==> config.mk <==
export PLATFORM = sky130hd
export DESIGN_NAME = infix_expression_evaluator_top_flat
export DESIGN_NICKNAME = d
export VERILOG_FILES = /design/src/rtl/core/iee_pkg.sv /design/src/rtl/core/iee_if.sv /design/src/rtl/core/infix_expression_evaluator_top.sv /design/src/rtl/core/iee_alu.sv /design/src/rtl/core/iee_datapath.sv /design/src/rtl/core/iee_ctrl.sv /design/src/flat_wrapper.sv
export SDC_FILE = /design/constraint.sdc
export NUM_CORES = 2
export LEC_CHECK = 0
export BUFFER_PORTS_ARGS = -buffer_cell sky130_fd_sc_hd__buf_2
export CORE_UTILIZATION = 35
export CTS_CLUSTER_SIZE = 25
export DETAILED_ROUTE_END_ITERATION = 7
export HOLD_SLACK_MARGIN = 0.03
export SYNTH_ARGS = -nofsm -noshare
export SYNTH_HDL_FRONTEND = slang
export SYNTH_SLANG_ARGS = --single-unit
==> constraint.sdc <==
create_clock -name clk -period 18 [get_ports clk]
set_clock_uncertainty 0.1 [all_clocks]
set_input_delay 5.4 -clock clk [delete_from_list [all_inputs] [get_ports clk]]
set_output_delay 5.4 -clock clk [all_outputs]
set_load 0.03 [all_outputs]
==> src/rtl/core/iee_pkg.sv <==
// ---------------------------------------------------------------------------
// iee_pkg
// Shared types and constants of the infix expression evaluator.
// ---------------------------------------------------------------------------
package iee_pkg;

  localparam int STACK_DEPTH_DEF = 16;
  localparam int FRAC_BITS_DEF   = 16;
  localparam int VALUE_WIDTH_DEF = 48;

  typedef enum logic [2:0] {
    OP_LP  = 3'd0,
    OP_ADD = 3'd1,
    OP_SUB = 3'd2,
    OP_MUL = 3'd3,
    OP_DIV = 3'd4
  } op_t;

  typedef enum logic [1:0] {
    ST_OK        = 2'd0,
    ST_DIV0      = 2'd1,
    ST_MALFORMED = 2'd2,
    ST_OVERFLOW  = 2'd3
  } status_t;

  localparam logic [7:0] CH_LP    = 8'h28;
  localparam logic [7:0] CH_RP    = 8'h29;
  localparam logic [7:0] CH_MUL   = 8'h2A;
  localparam logic [7:0] CH_ADD   = 8'h2B;
  localparam logic [7:0] CH_SUB   = 8'h2D;
  localparam logic [7:0] CH_DIV   = 8'h2F;
  localparam logic [7:0] CH_ZERO  = 8'h30;
  localparam logic [7:0] CH_NINE  = 8'h39;

  typedef enum logic [3:0] {
    S_IDLE,
    S_TOKEN,
    S_RED_CHK,
    S_RED_POP,
    S_RED_EXEC,
    S_RED_WAIT,
    S_RED_DONE,
    S_PUSH_OP,
    S_FIN_CHK,
    S_RESULT,
    S_OUT
  } state_t;

  // Commands from the controller to the datapath.
  typedef struct packed {
    logic acc_digit;
    logic flush_num;
    logic push_op;
    logic pop_op;
    logic pop_opd;
    logic start_reduce;
    logic commit_reduce;
    logic load_result;
    logic clear_all;
    logic [1:0] raise;
    op_t  op_code;
  } cmd_t;

  // Status from the datapath to the controller.
  typedef struct packed {
    logic    busy;
    logic    opd_ge2;
    logic    opd_is1;
    logic    opr_empty;
    logic    opr_full;
    logic    opd_full;
    op_t     top_op;
    status_t err;
  } stat_t;

endpackage

==> src/rtl/core/iee_if.sv <==
// ---------------------------------------------------------------------------
// iee_in_if / iee_out_if
// Valid/ready channels of the evaluator.
// ---------------------------------------------------------------------------
interface iee_in_if;
  logic       valid;
  logic       ready;
  logic [7:0] char_code;
  logic       last_char;
  modport source (output valid, char_code, last_char, input ready);
  modport sink   (input valid, char_code, last_char, output ready);
endinterface

interface iee_out_if #(parameter int VALUE_WIDTH = 48);
  logic                          valid;
  logic                          ready;
  logic signed [VALUE_WIDTH-1:0] value;
  logic [1:0]                    status;
  modport source (output valid, value, status, input ready);
  modport sink   (input valid, value, status, output ready);
endinterface

==> src/rtl/core/infix_expression_evaluator_top.sv <==
// ---------------------------------------------------------------------------
// infix_expression_evaluator_top
// Two-stack infix evaluator: one character per word, one result per expression.
// ---------------------------------------------------------------------------
// Reductions by * and / run in the ALU's one-bit-a-cycle shift-add and restoring
// divide loop; reductions by + and - need no loop. The final word drains both
// stacks before the result; one word is taken at a time, and no new word is
// accepted until the last one has been handled.
// Synchronous active-low reset empties both stacks and returns the controller to idle.
module infix_expression_evaluator_top #(
  parameter int STACK_DEPTH = iee_pkg::STACK_DEPTH_DEF,
  parameter int FRAC_BITS   = iee_pkg::FRAC_BITS_DEF,
  parameter int VALUE_WIDTH = iee_pkg::VALUE_WIDTH_DEF
) (
  input  logic      clk,
  input  logic      rst_n,
  iee_in_if.sink    in_ch,
  iee_out_if.source out_ch
);
  import iee_pkg::*;

  cmd_t  cmd;
  stat_t stat;
  logic [VALUE_WIDTH-1:0] result;
  logic [3:0] digit;

  iee_ctrl u_ctrl (
    .clk(clk), .rst_n(rst_n), .in_valid(in_ch.valid), .in_char(in_ch.char_code),
    .in_last(in_ch.last_char), .in_ready(in_ch.ready), .out_valid(out_ch.valid),
    .out_ready(out_ch.ready), .stat(stat), .cmd(cmd), .digit(digit)
  );

  iee_datapath #(.STACK_DEPTH(STACK_DEPTH), .FRAC_BITS(FRAC_BITS),
                 .VALUE_WIDTH(VALUE_WIDTH)) u_dp (
    .clk(clk), .rst_n(rst_n), .cmd(cmd), .digit(digit),
    .stat(stat), .result(result)
  );

  // The status latched with the result is held beside it.
  status_t st_out_r;
  always_ff @(posedge clk) begin
    if (cmd.load_result) st_out_r <= stat.err;
  end

  assign out_ch.value  = result;
  assign out_ch.status = st_out_r;

  a_no_in_while_out: assert property (@(posedge clk) disable iff (!rst_n)
    out_ch.valid |-> !in_ch.ready) else $error("input taken while result pending");
  a_result_held: assert property (@(posedge clk) disable iff (!rst_n)
    out_ch.valid && !out_ch.ready |=> out_ch.valid && $stable(out_ch.value))
    else $error("pending result lost");
  a_alu_exclusive: assert property (@(posedge clk) disable iff (!rst_n)
    stat.busy |-> !in_ch.ready) else $error("input accepted during reduction");
endmodule

==> src/rtl/core/iee_alu.sv <==
// ---------------------------------------------------------------------------
// iee_alu
// Multi-cycle arithmetic unit: add, subtract, multiply and restoring divide.
// ---------------------------------------------------------------------------
module iee_alu #(
  parameter int VALUE_WIDTH = 48,
  parameter int FRAC_BITS   = 16
) (
  input  logic                   clk,
  input  logic                   rst_n,
  input  logic                   start,
  input  iee_pkg::op_t           op,
  input  logic [VALUE_WIDTH-1:0] a,
  input  logic [VALUE_WIDTH-1:0] b,
  output logic                   busy,
  output logic                   done,
  output logic [VALUE_WIDTH-1:0] res,
  output iee_pkg::status_t       err
);
  import iee_pkg::*;

  localparam int W  = VALUE_WIDTH;
  localparam int NW = W + FRAC_BITS;   // numerator / accumulator width
  localparam int CW = $clog2(NW + 1);

  logic          busy_r, busy_nxt, done_r, done_nxt;
  logic          neg_r, neg_nxt, mul_r, mul_nxt;
  logic [CW-1:0] cnt_r, cnt_nxt;
  logic [NW-1:0] acc_r, acc_nxt;     // product or quotient
  logic [NW-1:0] num_r, num_nxt;     // multiplier / dividend shift
  logic [W:0]    rem_r, rem_nxt;
  logic [W-1:0]  mb_r, mb_nxt;
  logic [W-1:0]  res_r, res_nxt;
  status_t       err_r, err_nxt;

  logic [W-1:0] ma, mbv;
  logic [W:0]   sum, trial;
  logic [NW:0]  madd;
  logic [NW-1:0] lim;

  always_comb begin
    ma    = a[W-1] ? (~a + 1'b1) : a;
    mbv   = b[W-1] ? (~b + 1'b1) : b;
    sum   = (op == OP_ADD) ? ({a[W-1], a} + {b[W-1], b}) : ({a[W-1], a} - {b[W-1], b});
    trial = {rem_r[W-1:0], num_r[NW-1]} - {1'b0, mb_r};
    madd  = {1'b0, acc_r} + {1'b0, {FRAC_BITS{1'b0}}, mb_r};
    lim   = NW'({1'b0, {(W-1){1'b1}}}) + NW'(neg_r);
  end

  always_comb begin
    busy_nxt = busy_r;
    done_nxt = 1'b0;
    neg_nxt  = neg_r;
    mul_nxt  = mul_r;
    cnt_nxt  = cnt_r;
    acc_nxt  = acc_r;
    num_nxt  = num_r;
    rem_nxt  = rem_r;
    mb_nxt   = mb_r;
    res_nxt  = res_r;
    err_nxt  = err_r;
    if (start) begin
      err_nxt = ST_OK;
      neg_nxt = a[W-1] ^ b[W-1];
      case (op)
        OP_ADD, OP_SUB: begin
          done_nxt = 1'b1;
          res_nxt  = sum[W-1:0];
          if (sum[W] != sum[W-1]) begin
            err_nxt = ST_OVERFLOW;
            res_nxt = '0;
          end
        end
        OP_MUL: begin
          // Shift-add, multiplier bits taken LSB first; product accumulates
          // in acc with the final alignment applied at the end.
          busy_nxt = 1'b1;
          mul_nxt  = 1'b1;
          mb_nxt   = ma;
          num_nxt  = NW'(mbv);
          acc_nxt  = '0;
          rem_nxt  = '0;
          cnt_nxt  = CW'(W);
        end
        default: begin
          if (mbv == '0) begin
            done_nxt = 1'b1;
            err_nxt  = ST_DIV0;
            res_nxt  = '0;
          end else begin
            busy_nxt = 1'b1;
            mul_nxt  = 1'b0;
            mb_nxt   = mbv;
            num_nxt  = {ma, {FRAC_BITS{1'b0}}};
            acc_nxt  = '0;
            rem_nxt  = '0;
            cnt_nxt  = CW'(NW);
          end
        end
      endcase
    end else if (busy_r) begin
      if (cnt_r != '0) begin
        cnt_nxt = cnt_r - 1'b1;
        if (mul_r) begin
          // acc holds product high half, rem unused; num low half shifts out.
          if (num_r[0]) begin
            acc_nxt = madd[NW:1];
            num_nxt = {madd[0], num_r[NW-1:1]};
          end else begin
            acc_nxt = {1'b0, acc_r[NW-1:1]};
            num_nxt = {acc_r[0], num_r[NW-1:1]};
          end
        end else begin
          num_nxt = {num_r[NW-2:0], 1'b0};
          if (!trial[W]) begin
            rem_nxt = {1'b0, trial[W-1:0]};
            acc_nxt = {acc_r[NW-2:0], 1'b1};
          end else begin
            rem_nxt = {rem_r[W-1:0], num_r[NW-1]};
            acc_nxt = {acc_r[NW-2:0], 1'b0};
          end
        end
      end else begin
        logic [NW-1:0] mag;
        logic          hi_nz;
        busy_nxt = 1'b0;
        done_nxt = 1'b1;
        if (mul_r) begin
          // product = {acc, num[NW-1 -: W]} over 2W bits; drop FRAC_BITS.
          mag   = NW'({acc_r, num_r[NW-1 -: W]} >> FRAC_BITS);
          hi_nz = (({acc_r, num_r[NW-1 -: W]} >> FRAC_BITS) >> NW) != '0;
        end else begin
          mag   = acc_r;
          hi_nz = 1'b0;
        end
        if (hi_nz || mag > lim) begin
          err_nxt = ST_OVERFLOW;
          res_nxt = '0;
        end else begin
          err_nxt = ST_OK;
          res_nxt = neg_r ? W'(~mag + 1'b1) : mag[W-1:0];
        end
      end
    end
  end

  always_ff @(posedge clk) begin
    if (!rst_n) begin
      busy_r <= 1'b0;
      done_r <= 1'b0;
    end else begin
      busy_r <= busy_nxt;
      done_r <= done_nxt;
    end
    neg_r <= neg_nxt;
    mul_r <= mul_nxt;
    cnt_r <= cnt_nxt;
    acc_r <= acc_nxt;
    num_r <= num_nxt;
    rem_r <= rem_nxt;
    mb_r  <= mb_nxt;
    res_r <= res_nxt;
    err_r <= err_nxt;
  end

  assign busy = busy_r;
  assign done = done_r;
  assign res  = res_r;
  assign err  = err_r;
endmodule

==> src/rtl/core/iee_datapath.sv <==
// ---------------------------------------------------------------------------
// iee_datapath
// Operand and operator stacks, number accumulator, error latch and ALU.
// ---------------------------------------------------------------------------
module iee_datapath #(
  parameter int STACK_DEPTH = 16,
  parameter int FRAC_BITS   = 16,
  parameter int VALUE_WIDTH = 48
) (
  input  logic                   clk,
  input  logic                   rst_n,
  input  iee_pkg::cmd_t          cmd,
  input  logic [3:0]             digit,
  output iee_pkg::stat_t         stat,
  output logic [VALUE_WIDTH-1:0] result
);
  import iee_pkg::*;

  localparam int W  = VALUE_WIDTH;
  localparam int AW = $clog2(STACK_DEPTH);
  localparam int CW = $clog2(STACK_DEPTH + 1);
  localparam logic [W-1:0] LIM = {1'b0, {(W-1){1'b1}}};

  logic [W-1:0] opd_r [STACK_DEPTH];
  op_t          opr_r [STACK_DEPTH];
  logic [CW-1:0] opd_cnt_r, opd_cnt_nxt, opr_cnt_r, opr_cnt_nxt;
  logic [W-1:0]  num_r, num_nxt;
  logic          seen_r, seen_nxt;
  status_t       err_r, err_nxt;
  logic [W-1:0]  a_r, b_r, res_r, res_nxt;

  logic           alu_busy, alu_done;
  logic [W-1:0]   alu_res;
  status_t        alu_err;
  logic [W-1:0]   inc, num10, push_val;
  logic           push_en, opd_full, opr_full;
  logic [AW-1:0]  push_idx;
  logic [W+3:0]   num10w;

  iee_alu #(.VALUE_WIDTH(W), .FRAC_BITS(FRAC_BITS)) u_alu (
    .clk(clk), .rst_n(rst_n), .start(cmd.start_reduce), .op(opr_r[AW'(opr_cnt_r)]),
    .a(a_r), .b(b_r), .busy(alu_busy), .done(alu_done), .res(alu_res), .err(alu_err)
  );

  assign opd_full = opd_cnt_r >= CW'(STACK_DEPTH);
  assign opr_full = opr_cnt_r >= CW'(STACK_DEPTH);

  always_comb begin
    inc    = W'(digit) << FRAC_BITS;
    num10w = ({4'd0, num_r} << 3) + ({4'd0, num_r} << 1) + {4'd0, inc};
    num10  = num10w[W-1:0];
  end

  function automatic status_t first_err(status_t cur, status_t nw);
    return (cur == ST_OK) ? nw : cur;
  endfunction

  always_comb begin
    opd_cnt_nxt = opd_cnt_r;
    opr_cnt_nxt = opr_cnt_r;
    num_nxt     = num_r;
    seen_nxt    = seen_r;
    err_nxt     = err_r;
    res_nxt     = res_r;
    push_en     = 1'b0;
    push_val    = num_r;
    push_idx    = AW'(opd_cnt_r);
    if (cmd.raise != ST_OK) err_nxt = first_err(err_nxt, status_t'(cmd.raise));
    if (cmd.acc_digit) begin
      if (num10w[W+3:W-1] != '0 || num_r > LIM) begin
        err_nxt = first_err(err_nxt, ST_OVERFLOW);
      end else begin
        num_nxt  = num10;
        seen_nxt = 1'b1;
      end
    end
    if (cmd.flush_num && seen_r) begin
      if (opd_full) err_nxt = first_err(err_nxt, ST_MALFORMED);
      else begin
        push_en     = 1'b1;
        opd_cnt_nxt = opd_cnt_r + 1'b1;
      end
      num_nxt  = '0;
      seen_nxt = 1'b0;
    end
    if (cmd.push_op) begin
      if (opr_full) err_nxt = first_err(err_nxt, ST_MALFORMED);
      else opr_cnt_nxt = opr_cnt_r + 1'b1;
    end
    if (cmd.pop_op) opr_cnt_nxt = opr_cnt_r - 1'b1;
    if (cmd.pop_opd && opd_cnt_r >= CW'(2)) opd_cnt_nxt = opd_cnt_r - CW'(2);
    if (cmd.commit_reduce) begin
      if (alu_err != ST_OK) err_nxt = first_err(err_nxt, alu_err);
      else begin
        push_en     = 1'b1;
        push_val    = alu_res;
        opd_cnt_nxt = opd_cnt_r + 1'b1;
      end
    end
    if (cmd.load_result) res_nxt = (err_r == ST_OK) ? opd_r[0] : '0;
    if (cmd.clear_all) begin
      opd_cnt_nxt = '0;
      opr_cnt_nxt = '0;
      num_nxt     = '0;
      seen_nxt    = 1'b0;
      err_nxt     = ST_OK;
    end
  end

  always_ff @(posedge clk) begin
    if (!rst_n) begin
      opd_cnt_r <= '0;
      opr_cnt_r <= '0;
      num_r     <= '0;
      seen_r    <= 1'b0;
      err_r     <= ST_OK;
    end else begin
      opd_cnt_r <= opd_cnt_nxt;
      opr_cnt_r <= opr_cnt_nxt;
      num_r     <= num_nxt;
      seen_r    <= seen_nxt;
      err_r     <= err_nxt;
    end
    if (push_en) opd_r[push_idx] <= push_val;
    if (cmd.push_op && !opr_full) opr_r[AW'(opr_cnt_r)] <= cmd.op_code;
    // Operands for a reduction are captured as they are popped.
    if (cmd.pop_opd) begin
      a_r <= opd_r[AW'(opd_cnt_r - CW'(2))];
      b_r <= opd_r[AW'(opd_cnt_r - CW'(1))];
    end
    res_r <= res_nxt;
  end

  always_comb begin
    stat.busy      = alu_busy;
    stat.opd_ge2   = opd_cnt_r >= CW'(2);
    stat.opd_is1   = opd_cnt_r == CW'(1);
    stat.opr_empty = opr_cnt_r == '0;
    stat.opr_full  = opr_full;
    stat.opd_full  = opd_full;
    stat.top_op    = opr_r[AW'(opr_cnt_r - 1'b1)];
    stat.err       = err_r;
  end

  assign result = res_r;
  // The ALU done pulse is unused; the controller's wait state watches busy instead.
  logic unused_done;
  assign unused_done = alu_done;
endmodule

==> src/rtl/core/iee_ctrl.sv <==
// ---------------------------------------------------------------------------
// iee_ctrl
// Sequencer: token decode, reduction loop, end of expression and handshakes.
// ---------------------------------------------------------------------------
module iee_ctrl (
  input  logic           clk,
  input  logic           rst_n,
  input  logic           in_valid,
  input  logic [7:0]     in_char,
  input  logic           in_last,
  output logic           in_ready,
  output logic           out_valid,
  input  logic           out_ready,
  input  iee_pkg::stat_t stat,
  output iee_pkg::cmd_t  cmd,
  output logic [3:0]     digit
);
  import iee_pkg::*;

  state_t     st_r, st_nxt;
  logic [7:0] ch_r, ch_nxt;
  logic       last_r, last_nxt;
  logic       fin_r, fin_nxt;    // reduction belongs to the final drain
  logic       rp_r, rp_nxt;      // reduction loop for a closing parenthesis
  op_t        op_r, op_nxt;
  logic       ov_r, ov_nxt;

  function automatic logic prio_hi(op_t o);
    return (o == OP_MUL) || (o == OP_DIV);
  endfunction

  // The digit value is taken from the held character, not the live input.
  assign digit = 4'(ch_r - CH_ZERO);

  always_ff @(posedge clk) begin
    if (!rst_n) begin
      st_r  <= S_IDLE;
      ov_r  <= 1'b0;
    end else begin
      st_r  <= st_nxt;
      ov_r  <= ov_nxt;
    end
    ch_r   <= ch_nxt;
    last_r <= last_nxt;
    fin_r  <= fin_nxt;
    rp_r   <= rp_nxt;
    op_r   <= op_nxt;
  end

  always_comb begin
    logic err;
    err      = stat.err != ST_OK;
    st_nxt   = st_r;
    ch_nxt   = ch_r;
    last_nxt = last_r;
    fin_nxt  = fin_r;
    rp_nxt   = rp_r;
    op_nxt   = op_r;
    ov_nxt   = ov_r && !out_ready;
    cmd      = '0;
    cmd.op_code = op_r;
    in_ready = (st_r == S_IDLE) && !ov_r;
    out_valid = ov_r;
    case (st_r)
      S_IDLE: begin
        if (in_valid && in_ready) begin
          ch_nxt   = in_char;
          last_nxt = in_last;
          fin_nxt  = 1'b0;
          st_nxt   = S_TOKEN;
        end
      end
      S_TOKEN: begin
        st_nxt  = last_r ? S_FIN_CHK : S_IDLE;
        fin_nxt = 1'b0;
        if (!err) begin
          if (ch_r inside {[CH_ZERO:CH_NINE]}) begin
            cmd.acc_digit = 1'b1;
          end else begin
            cmd.flush_num = 1'b1;
            rp_nxt = 1'b0;
            case (ch_r)
              CH_LP:  begin op_nxt = OP_LP;  st_nxt = S_PUSH_OP; end
              CH_RP:  begin op_nxt = OP_LP;  rp_nxt = 1'b1; st_nxt = S_RED_CHK; end
              CH_ADD: begin op_nxt = OP_ADD; st_nxt = S_RED_CHK; end
              CH_SUB: begin op_nxt = OP_SUB; st_nxt = S_RED_CHK; end
              CH_MUL: begin op_nxt = OP_MUL; st_nxt = S_RED_CHK; end
              CH_DIV: begin op_nxt = OP_DIV; st_nxt = S_RED_CHK; end
              default: begin
                cmd.raise = ST_MALFORMED;
                op_nxt = OP_LP;
              end
            endcase
          end
        end
      end
      S_RED_CHK: begin
        // Decide whether the top operator reduces now.
        if (err) st_nxt = (fin_r || last_r) ? S_FIN_CHK : S_IDLE;
        else if (fin_r) begin
          if (stat.opr_empty) st_nxt = S_FIN_CHK;
          else if (stat.top_op == OP_LP) begin
            cmd.raise = ST_MALFORMED;
            st_nxt = S_FIN_CHK;
          end else st_nxt = S_RED_POP;
        end else if (rp_r) begin
          if (stat.opr_empty) begin
            cmd.raise = ST_MALFORMED;
            st_nxt = last_r ? S_FIN_CHK : S_IDLE;
            fin_nxt = last_r;
          end else if (stat.top_op == OP_LP) begin
            cmd.pop_op = 1'b1;
            st_nxt = last_r ? S_RED_CHK : S_IDLE;
            fin_nxt = last_r;
          end else st_nxt = S_RED_POP;
        end else begin
          if (!stat.opr_empty && stat.top_op != OP_LP &&
              (prio_hi(stat.top_op) || !prio_hi(op_r))) st_nxt = S_RED_POP;
          else st_nxt = S_PUSH_OP;
        end
      end
      S_RED_POP: begin
        cmd.pop_op  = 1'b1;
        cmd.pop_opd = 1'b1;
        if (!stat.opd_ge2) begin
          cmd.raise = ST_MALFORMED;
          st_nxt = S_RED_DONE;
        end else st_nxt = S_RED_EXEC;
      end
      S_RED_EXEC: begin
        cmd.start_reduce = 1'b1;
        st_nxt = S_RED_WAIT;
      end
      S_RED_WAIT: begin
        if (!stat.busy) begin
          cmd.commit_reduce = 1'b1;
          st_nxt = S_RED_DONE;
        end
      end
      S_RED_DONE: begin
        if (err && !fin_r) st_nxt = last_r ? S_FIN_CHK : S_IDLE;
        else st_nxt = S_RED_CHK;
        if (err && !fin_r) fin_nxt = last_r;
      end
      S_PUSH_OP: begin
        if (!err) cmd.push_op = 1'b1;
        st_nxt   = last_r ? S_RED_CHK : S_IDLE;
        fin_nxt  = last_r;
      end
      S_FIN_CHK: begin
        if (!err && !fin_r) begin
          // A pending number is pushed before the final drain.
          cmd.flush_num = 1'b1;
          fin_nxt = 1'b1;
          st_nxt  = S_RED_CHK;
        end else begin
          if (!err && !stat.opd_is1) cmd.raise = ST_MALFORMED;
          st_nxt = S_RESULT;
        end
      end
      S_RESULT: begin
        cmd.load_result = 1'b1;
        st_nxt = S_OUT;
      end
      S_OUT: begin
        cmd.clear_all = 1'b1;
        ov_nxt = 1'b1;
        st_nxt = S_IDLE;
      end
      default: st_nxt = S_IDLE;
    endcase
  end
endmodule

==> src/flat_wrapper.sv <==
// flat-port wrapper written by rule: the top's interface ports become plain ports
module infix_expression_evaluator_top_flat import iee_pkg::*;
#(
  parameter int STACK_DEPTH = iee_pkg::STACK_DEPTH_DEF,
  parameter int FRAC_BITS   = iee_pkg::FRAC_BITS_DEF,
  parameter int VALUE_WIDTH = iee_pkg::VALUE_WIDTH_DEF
)
  (clk, rst_n, in_ch_valid, in_ch_char_code, in_ch_last_char, in_ch_ready, out_ch_valid, out_ch_value, out_ch_status, out_ch_ready);
  iee_in_if in_ch_i ();
  iee_out_if #(.VALUE_WIDTH(VALUE_WIDTH)) out_ch_i ();
  input  logic clk;
  input  logic rst_n;
  input wire logic [$bits(in_ch_i.valid)-1:0] in_ch_valid;
  input wire logic [$bits(in_ch_i.char_code)-1:0] in_ch_char_code;
  input wire logic [$bits(in_ch_i.last_char)-1:0] in_ch_last_char;
  output wire logic [$bits(in_ch_i.ready)-1:0] in_ch_ready;
  output wire logic [$bits(out_ch_i.valid)-1:0] out_ch_valid;
  output wire logic [$bits(out_ch_i.value)-1:0] out_ch_value;
  output wire logic [$bits(out_ch_i.status)-1:0] out_ch_status;
  input wire logic [$bits(out_ch_i.ready)-1:0] out_ch_ready;
  assign in_ch_i.valid = in_ch_valid;
  assign in_ch_i.char_code = in_ch_char_code;
  assign in_ch_i.last_char = in_ch_last_char;
  assign in_ch_ready = in_ch_i.ready;
  assign out_ch_valid = out_ch_i.valid;
  assign out_ch_value = out_ch_i.value;
  assign out_ch_status = out_ch_i.status;
  assign out_ch_i.ready = out_ch_ready;
  infix_expression_evaluator_top #(.STACK_DEPTH(STACK_DEPTH), .FRAC_BITS(FRAC_BITS), .VALUE_WIDTH(VALUE_WIDTH)) u_core (.clk(clk), .rst_n(rst_n), .in_ch(in_ch_i), .out_ch(out_ch_i));
endmodule
==> reports/qor.log <==
INFO  run_status     run_status=finished clean
INFO  power          vdd.ir_drop.worst=0.0864mV
INFO  layout         final_cell_mix=edfxtp_1, mux4_2, nand2_1, a21oi_1, nor2_1
INFO  global_route   grt.total_usage=20.9%
INFO  sta            finalHoldViolations=0
INFO  worst_setup_path endpoint_kind=flip-flop
INFO  cts            insertion_delay=820ps
INFO  cts            cts.sink_count=1314
INFO  floorplanning  rows=169
INFO  sta            worstMarginPinSlew=1280ps
INFO  cts            clock_tree.htree_level_count=4
INFO  route          met2_wl_post_dr=107mm
INFO  sta            finalSetupTns=0ps
INFO  layout         nNetsFinal=6001
INFO  sta            setup_repair_after_global_routing_missed_its_margin=false
INFO  sta            fmax=118MHz
INFO  worst_hold_path hold_path.startpoint=u_core.u_dp.seen_r
INFO  route          drc=0
INFO  route          detailedRoute.firstIterationViolations=5786
INFO  route          route.top_layer_used=met5
INFO  synth          synth.net_count=6031
INFO  route          1st_pass_router_iterations=5
INFO  flow_run       drv.max_cap_violation_count=0
INFO  global_route   largest_net_degree_at_the_start_of_global_routing=119
INFO  cts            ctsHoldBuffers=0
INFO  floorplanning  die-area=217000um2
INFO  synth          synth.distinct_cells=87
INFO  synth          synth.ff_latch_count=1314
INFO  cts            cts-buffers-inserted=148
INFO  route          wl_met1=100mm
INFO  layout         layout.cells.most_common=edfxtp_1
INFO  sta            post_layout_minimum_cycle_time=8480ps
INFO  global_route   wire_length_of_the_first_global_routing_pass=337mm
INFO  route          num_vias=51600
INFO  route          met3WireLength=16.7mm
INFO  worst_setup_path worstSetupPathType=reg2reg
INFO  placement      gpl.final_weighted_congestion=0.990
INFO  worst_setup_path setup.worst_path.start_class=flip-flop
INFO  worst_setup_path crit_arrival=9040ps
INFO  cts            tritoncts=built
INFO  synth          postSynthAreaPerCell=13.1um2
INFO  layout         flow.area_growth_from_synthesis=11.2%
INFO  cts            clock_tree.buffer_depth=3
INFO  sta            timing.hold.ws=365ps
INFO  global_route   antenna_violations_before_repair=6
INFO  floorplanning  coreArea=213000um2
INFO  global_route   number_of_global_route_vias_before_repair=49600
INFO  sta            fraction_of_the_cycle_the_final_worst_path_needs=47.1%
INFO  floorplanning  die_w=466um
INFO  worst_hold_path min-delay-path-class=reg2reg
INFO  floorplanning  die_h=466um
INFO  global_route   gr-total-overflow=0
INFO  layout         layout_cell_share_with_drive_strength_beyond_1=16.8%
INFO  route          routed_wire_length_per_instance=26.7um
INFO  synth          synthCells=5740
INFO  sta            finalSetupViolCount=0
INFO  floorplanning  start_util=35.3%
INFO  worst_setup_path timing.critical_path.fanout_max=51
INFO  layout         fillCellCount=19700
INFO  route          postRouteWirelength=231mm
INFO  route          post_drt_via_cell_ratio=5.96
INFO  synth          synthFlopType=edfxtp_1
INFO  synth          synth_sequential_area_ratio=51.7%
INFO  cts            cts.repair.resized=0
INFO  cts            post-cts-setup-buffers=0
INFO  power          power.leakage=27.2nW
INFO  placement      i_o_buffers=64
INFO  cts            ctsRootBufferMaster=clkbuf_16
INFO  cts            path_clk_slew=60ps
INFO  sta            slew_violations=0
INFO  synth          count_of_flip_flops_with_a_built_in_enable_after_synthesis=1259
INFO  synth          async_reset_ff_share=0%
INFO  placement      detailed_place_hpwl=159mm
INFO  worst_setup_path timing.critical_path.required=18570ps
INFO  power          cellPowerDensity=85.4nW/um2
INFO  synth          synthesis.yosys.warnings=0
INFO  sta            worst_slew_margin_relative_to_its_limit=13.6%
INFO  synth          netlist_area=75200um2
INFO  floorplanning  io_pins=65
INFO  route          antenna_nets_post_route=0
final timing paths:
| check | endpoint | slack [ps] | cells past startpoint |
|---|---|---|---|
| worst min register to register | u_core.u_dp.seen_r | 360 | 1 |
| worst max-delay path | u_core.u_dp.u_alu.res[42] | 9520 | 25 |
| worst min-delay path | u_core.u_dp.seen_r | 360 | 1 |
| worst max register to register | u_core.u_dp.u_alu.res[42] | 9520 | 25 |
state kept, by name, summed over array words and instances (netlist names), 5 cells and up, named ones only:
name,cells
u_core.u_dp.opd_r,768
u_core.u_dp.u_alu.acc_r,64
u_core.u_dp.u_alu.num_r,64
u_core.u_dp.a_r,48
u_core.u_dp.b_r,48
u_core.u_dp.opr_r,48
u_core.u_dp.result,48
u_core.u_dp.u_alu.mb_r,48
u_core.u_dp.u_alu.rem_r,48
u_core.u_dp.u_alu.res,48
u_core.u_dp.num_r,32
u_core.u_ctrl.ch_r,8
u_core.u_dp.u_alu.cnt_r,7
u_core.u_dp.opd_cnt_r,5
u_core.u_dp.opr_cnt_r,5
per-stage QoR:
step / std cells / power (mW) / utilization [%] / setup slack (ps) / area (um2)
final: 8658 / 7.14 / 39.3 / 9520 / 83700
after global routing: 8657 / 7.35 / 39.3 / 9050 / 83600
after CTS: 8657 / 7.18 / 39.3 / 9480 / 83600
after detailed placement: 8381 / 4.10 / 37.0 / 9530 / 78700
after global placement: 8381 / 4.10 / 37.0 / 9510 / 78700
after floorplan: 5740 / 3.92 / - / 10280 / 75200
worst max-delay path, stage by stage, from the launching register on:
cell	delay [ps]
dfxtp_1	740
mux4_2	590
mux2_2	290
or3_1	390
a21oi_4	200
buf_4	540
nor2_1	110
xor2_1	170
ha_1	330
nor2b_1	160
o31a_1	270
o21ai_0	190
nand3_1	160
o31a_1	360
o311ai_0	520
buf_4	250
o211ai_1	150
a41o_1	350
a2111o_1	420
o311ai_0	90
ha_1	320
or3_1	780
buf_4	410
nor3_1	180
o21ai_0	110
nand3b_1	100
cell families after synthesis:
group	synth area share [%]
multiplexers	17.9
AND/OR/NAND/NOR	9.03
flip-flops	51.7
buffers and inverters	2.50
XOR/XNOR	4.04
AO/OA/AOI/OAI	10.2
adder cells (fa/ha/maj)	4.67
synth_stat cells (130+ instances only):
cell	instances	area, um2
a21o_1	130	976
a21oi_1	345	1730
clkbuf_1	245	920
edfxtp_1	1259	37800
ha_1	273	3420
inv_1	159	597
mux2i_1	177	1770
mux4_2	505	11400
nand2_1	403	1510
nor2_1	326	1220
o21ai_0	252	1260
xnor2_1	157	1380
xor2_1	190	1660
routing by layer:
layer	GRT usage [%]	up-vias
li1	-	22600
met2	33.1	2200
met4	6.33	2
met1	29.7	26500
met3	2.89	346
met5	0	-
power by group:
| part | internal, mW | leakage, nW | switching (mW) |
|---|---|---|---|
| Combinational | 0.211 | 13.7 | 0.381 |
| Sequential | 3.39 | 11.1 | 0.0679 |
| Clock | 1.75 | 2.36 | 1.33 |
cell type report:
class                   instances  area (um2)  share of cell area [%]
flip-flops and latches       1314       38900                    46.5
multi-input cells            3932       34700                    41.4
clock inverters               101        1140                    1.36
well taps                    2821        3530                    4.22
clock buffers                 175        3800                    4.55
inverters                     163         617                   0.737
diodes                          1        2.50                 0.00299
repair buffers                151         986                    1.18
Power figures use the tool's default switching activity.
